## config.mk

```make
export PLATFORM = sky130hd
export DESIGN_NAME = lns_cfg
export DESIGN_NICKNAME = d
export VERILOG_FILES = /design/src/design/lns_pkg.sv /design/src/design/lns_cfg.sv
export SDC_FILE = /design/constraint.sdc
export NUM_CORES = 1
export LEC_CHECK = 0
export ABC_AREA = 1
export BUFFER_PORTS_ARGS = -buffer_cell sky130_fd_sc_hd__clkbuf_2
export CAP_MARGIN = 20
export CORE_AREA = 3 3 129 131
export DETAILED_ROUTE_END_ITERATION = 7
export DIE_AREA = 0 0 132 134
export PLACE_DENSITY = 0.86
export SLEW_MARGIN = 5
export SYNTH_ARGS = -nofsm -noshare
export SYNTH_HDL_FRONTEND = slang
export SYNTH_SLANG_ARGS = --single-unit
```

## constraint.sdc

```tcl
create_clock -name i_clk -period 1.8 [get_ports i_clk]
set_input_delay 0.27 -clock i_clk [delete_from_list [all_inputs] [get_ports i_clk]]
set_output_delay 0.27 -clock i_clk [all_outputs]
set_load 0.03 [all_outputs]
```

## src/design/lns_pkg.sv

```systemverilog
package lns_pkg;

    localparam int IDX_W      = 10;
    localparam int CNT_W      = 11;
    localparam int V_W        = 32;
    localparam int NOISE_W    = 16;
    localparam int TSTEP_W    = 32;
    localparam int REFR_W     = 16;
    localparam int SPK_W      = 16;
    localparam int CFG_ADDR_W = 3;
    localparam int CFG_DATA_W = 32;
    localparam int S_TDATA_W  = 96;
    localparam int M_TDATA_W  = 64;
    localparam int M_TUSER_W  = 2;

    localparam logic [CFG_ADDR_W-1:0] CFG_NEURON_COUNT = 3'd0;
    localparam logic [CFG_ADDR_W-1:0] CFG_THRESHOLD    = 3'd1;
    localparam logic [CFG_ADDR_W-1:0] CFG_RESET_V      = 3'd2;
    localparam logic [CFG_ADDR_W-1:0] CFG_REFRACT      = 3'd3;
    localparam logic [CFG_ADDR_W-1:0] CFG_BIAS         = 3'd4;
    localparam logic [CFG_ADDR_W-1:0] CFG_NOISE_GAIN   = 3'd5;
    localparam logic [CFG_ADDR_W-1:0] CFG_DECAY        = 3'd6;
    localparam logic [CFG_ADDR_W-1:0] CFG_INPUT_COEFF  = 3'd7;

    localparam logic [CNT_W-1:0] NEURON_COUNT_RST = 11'd1024;

    typedef struct packed {
        logic [CNT_W-1:0]  neuron_count;
        logic [V_W-1:0]    threshold_voltage;
        logic [V_W-1:0]    reset_voltage;
        logic [REFR_W-1:0] refract_steps;
        logic [V_W-1:0]    bias_current;
        logic [V_W-1:0]    noise_gain;
        logic [V_W-1:0]    decay_coeff;
        logic [V_W-1:0]    input_coeff;
    } t_cfg;

    typedef enum logic [1:0] {
        MODE_HOLD,
        MODE_FIRE,
        MODE_INTEG
    } t_mode;

endpackage

```

## src/design/lns_cfg.sv

```systemverilog
module lns_cfg (
    input  logic                              i_clk,
    input  logic                              i_rst_n,
    input  logic                              i_we,
    input  logic [lns_pkg::CFG_ADDR_W-1:0]    i_addr,
    input  logic [lns_pkg::CFG_DATA_W-1:0]    i_wdata,
    output lns_pkg::t_cfg                     o_cfg
);
    lns_pkg::t_cfg r_cfg;
    lns_pkg::t_cfg n_cfg;

    always_comb begin
        n_cfg = r_cfg;
        if (i_we) begin
            case (i_addr)
                lns_pkg::CFG_NEURON_COUNT: n_cfg.neuron_count = i_wdata[lns_pkg::CNT_W-1:0];
                lns_pkg::CFG_THRESHOLD:    n_cfg.threshold_voltage = i_wdata;
                lns_pkg::CFG_RESET_V:      n_cfg.reset_voltage = i_wdata;
                lns_pkg::CFG_REFRACT:      n_cfg.refract_steps = i_wdata[lns_pkg::REFR_W-1:0];
                lns_pkg::CFG_BIAS:         n_cfg.bias_current = i_wdata;
                lns_pkg::CFG_NOISE_GAIN:   n_cfg.noise_gain = i_wdata;
                lns_pkg::CFG_DECAY:        n_cfg.decay_coeff = i_wdata;
                lns_pkg::CFG_INPUT_COEFF:  n_cfg.input_coeff = i_wdata;
                default:                   n_cfg = r_cfg;
            endcase
        end
    end

    always_ff @(posedge i_clk) begin
        if (!i_rst_n) begin
            r_cfg <= '0;
            r_cfg.neuron_count <= lns_pkg::NEURON_COUNT_RST;
        end else begin
            r_cfg <= n_cfg;
        end
    end

    assign o_cfg = r_cfg;
endmodule

```

[Yosys cells after proc, flatten, opt, wreduce, memory -nomap -nowiden]
Cells that the tools add are included.
Cells by class
  equal/unequal tests: 7
  reductions and logical operators: 9
Operators by type and width (number)
  $reduce_and A2 Y1: 8
  $eq A3 B3 Y1 const B: 4
  $eq A3 B2 Y1 const B: 2
  $eq A3 B1 Y1 const B: 1
  $logic_not A3 Y1: 1
Storage, ports and cells
  bits of input ports: 38
  bits in registers: 219
  word-level logic and storage cells: 24

[Longest topological paths before layout]
  depth in word-level cells: 2
  mapped depth: 7
  gate-level depth less buffers: 5

[Least setup slack after synthesis]
Ideal clock, no wire load.
  path type: input -> register
  start point: input port i_addr[0] (netlist bit)
  end point: register r_cfg, in the netlist o_cfg[218]
  cell stages on the path: 5
  library setup time: 0.130 ns
  path buffers: 1
  data arrival time: 1.025 ns
  required time: 1.670 ns
  slack: 0.645 ns
  cell sequence: nor2_1 -> clkbuf_1 -> nand2_1 -> nand2_1 -> nand3_1
On the way
  word-level cells in the longest chain between the ends: 2
Ends and longest elaborated chain
  from (decl): RTL line lns_cfg.sv:5  | input logic [lns_pkg::CFG_ADDR_W-1:0] i_addr,
  $logic_not A3 Y1: RTL line lns_cfg.sv:15  | case (i_addr)
  $reduce_and A2 Y1 (no source line)
  to (signal assigned): RTL line lns_cfg.sv:34  | r_cfg <= n_cfg;
  to (decl): RTL line lns_cfg.sv:9  | lns_pkg::t_cfg r_cfg;
No other way between the ends.
A chain may end at the register's enable or synchronous reset.

[Worst setup path in the final report]
  start point: register r_cfg, in the netlist o_cfg[191]
  end point: output port o_cfg[191] (netlist bit)
RTL lines
  to (decl): RTL line lns_cfg.sv:7  | output lns_pkg::t_cfg o_cfg
No word-level cell between the ends.

==> reports/qor.csv <==
metric;value;unit
Worst-Skew Late Latency;0.49;ns
area of the multi-input gates;3670;sq um
critical path class;reg2out;
Slew Viols, Final;0;
synth top area cells;dfxtp_1 52%, nor2_1 20%, nand2_1 11%, nand3_1 11%, buf_2 2.4%;
gr usage total;28.3;%
CTS tree;yes;
Nets;1494;
Mapped Cells;1234;
die height;134;um
Final Hold Vio Count;0;
max reg flops;219;
IO Pins;257;
Routability Congestion;0.863;
register area share after synthesis;51.6;%
final non-filler cell total;1686;
CP delay by family, top;flip-flops;
CP Cell Sequence;clkbuf_2;
CTS sink count;219;
Post-synth EDFFs;0;
TritonCTS Buffers;23;
met3 wire len;2940;um
register area;4380;sq um
antenna violations before repair;0;
post-DP HPWL;17200;um
peak supply drop;0.751;mV
Vias;8713;
CP Launch Type;flip-flop;
Via-to-Cell Ratio;5.17;
Cells after DPL;1647;
Critical Path End Type;output pin;
Final setup viols;0;
Detail Route Antenna Nets;0;
row cnt;46;
count leader, synth;nor2_1;
Crit-path slowest cell;dfxtp_1;
largest net degree at the start of global routing;92;
Syn Std Cell Area;8490;sq um
Leakage;5.18;nW
Remaining Overflow, GRT;0;
Core Box Area;15700;sq um
HP Class;in2reg;
pre-CTS setup slack;0.238;ns
top routing layer used;met4;
reg2reg path depth;2;
clk slew on worst S/H paths;0.06;ns
top cell type's share of synthesized area;51.6;%
number of global-route vias before repair;7884;
FFs w/ async S/R, synth;0;%
P per Cell Area;1020;nW/um^2
H-tree Lvls;1;
first-pass GRT wire length;41100;um
syn_nets;1272;
Hold Buf Count CTS;0;
share of cells above drive strength 1;22.0;%
deepest clock path buffer count;3;
Slew @ Worst Pin;0.500;ns
total number of cells along the worst setup path;1;
Seq cells post-synth;219;
cell taking the most area after synthesis;dfxtp_1;
Hold Crit Depth;3;
Antenna Cells;0;
Worst path max stage delay;0.37;ns
die area;17700;sq um
Starting DRT DRC Count;643;
DRC viols;0;
FILL cells;1328;
DRT Pass-1 Iters;8;
Tcrit/Tclk final;75.8;%
area grow syn2layout;26.6;%
worst setup margin;0.435;ns
Worst EP arrival;1.10;ns
most frequent cells after synthesis;443 x nor2_1, 259 x nand2_1, 219 x dfxtp_1;
Initial Util;54.0;%
met2 WL;12200;um
RSZ-0062 raised after global routing;no;
Slew Limit Headroom;66.6;%
status;complete, no violations;
M1 WL;9960;um
Max Cap Viol;0;
Post-CTS Resized;0;
setup tns final;0;ns
Required @ worst endpoint;1.53;ns
Die X;132;um
Worst Path Buf+Inv;1;
Setup Skew;0;ns
drt wl/cell;15.4;um
port bufs;256;
CTS root buf;clkbuf_16;
Unique masters post-synth;10;
mean post-synth cell area;6.88;sq um
Tmin final;1.37;ns
Crit Path Max Fanout;2;
Routed WL;26000;um
top_reg_cell synth;dfxtp_1;
fmax;733;MHz
# Post-CTS Setup Buffers;0;
Warnings, synthesis;0;
-- layout by cell type (no fill, tap or decap), drive strengths merged --
cell / netlist / routed
nand3: 187 / 187
dfxtp: 219 / 219
nand2: 259 / 259
inv: 38 / 37
clkbuf: 38 / 289
bufinv: 0 / 1
clkinv: 0 / 5
nor2: 448 / 448
buf: 45 / 25
-- report_power, final --
group / total, W / internal [W] / leakage (nW) / switching [W]
registers: 0.00512 / 0.00502 / 1.78 / 0.000100
clock network: 0.00450 / 0.00265 / 0.350 / 0.00185
logic: 0.00139 / 0.000383 / 3.05 / 0.00101
total: 0.0110 / 0.00805 / 5.18 / 0.00296
-- worst reg2reg max path: cells and delay by family (launching register included) --
kind | cells | cell delay, ns
flops | 1 | 0.31
simple gates | 2 | 0.20
-- per-stage QoR --
step | util (%) | instance area [sq um] | hold WS (ns) | total power [W]
floorplan | - | 8490 | 0.383 | 0.00614
global placement | 63.9 | 10000 | 0.460 | 0.00657
detailed placement | 63.9 | 10000 | 0.472 | 0.00660
CTS | 68.4 | 10800 | 0.0327 | 0.0111
global route | 68.4 | 10800 | 0.0691 | 0.0114
finish | 68.4 | 10800 | 0.0439 | 0.0110
-- final timing paths --
path	endpoint	startpoint	slack, ns
setup / recovery	o_cfg[191]	o_cfg[191]	0.44
hold / removal	o_cfg[218]	i_wdata[10]	0.04
setup reg to reg	o_cfg[120]	o_cfg[120]	1.18
hold reg to reg	o_cfg[198]	o_cfg[198]	0.48
-- kinds of logic after synthesis --
| group | synth area share (%) |
|---|---|
| buf+inv | 5.94 |
| simple gates | 42.4 |
| flops | 51.6 |
-- routing by layer --
| metal | GRT usage, % | vias up |
|---|---|---|
| met3 | 7.09 | 63 |
| met4 | 10.6 | 0 |
| met2 | 47.1 | 455 |
| met1 | 35.6 | 3943 |
| met5 | 0 | - |
| li1 | - | 4252 |
-- area by class of cell --
type                       count  share of cell area [%]
multi-input combinational    894                    34.1
clock inverter                 5                   0.465
inverter                      38                    1.34
timing repair buffer         280                    14.7
sequential                   219                    40.8
tap                          216                    2.51
clock buffer                  34                    6.11
Note: power is estimated with default switching activity, not from simulation.
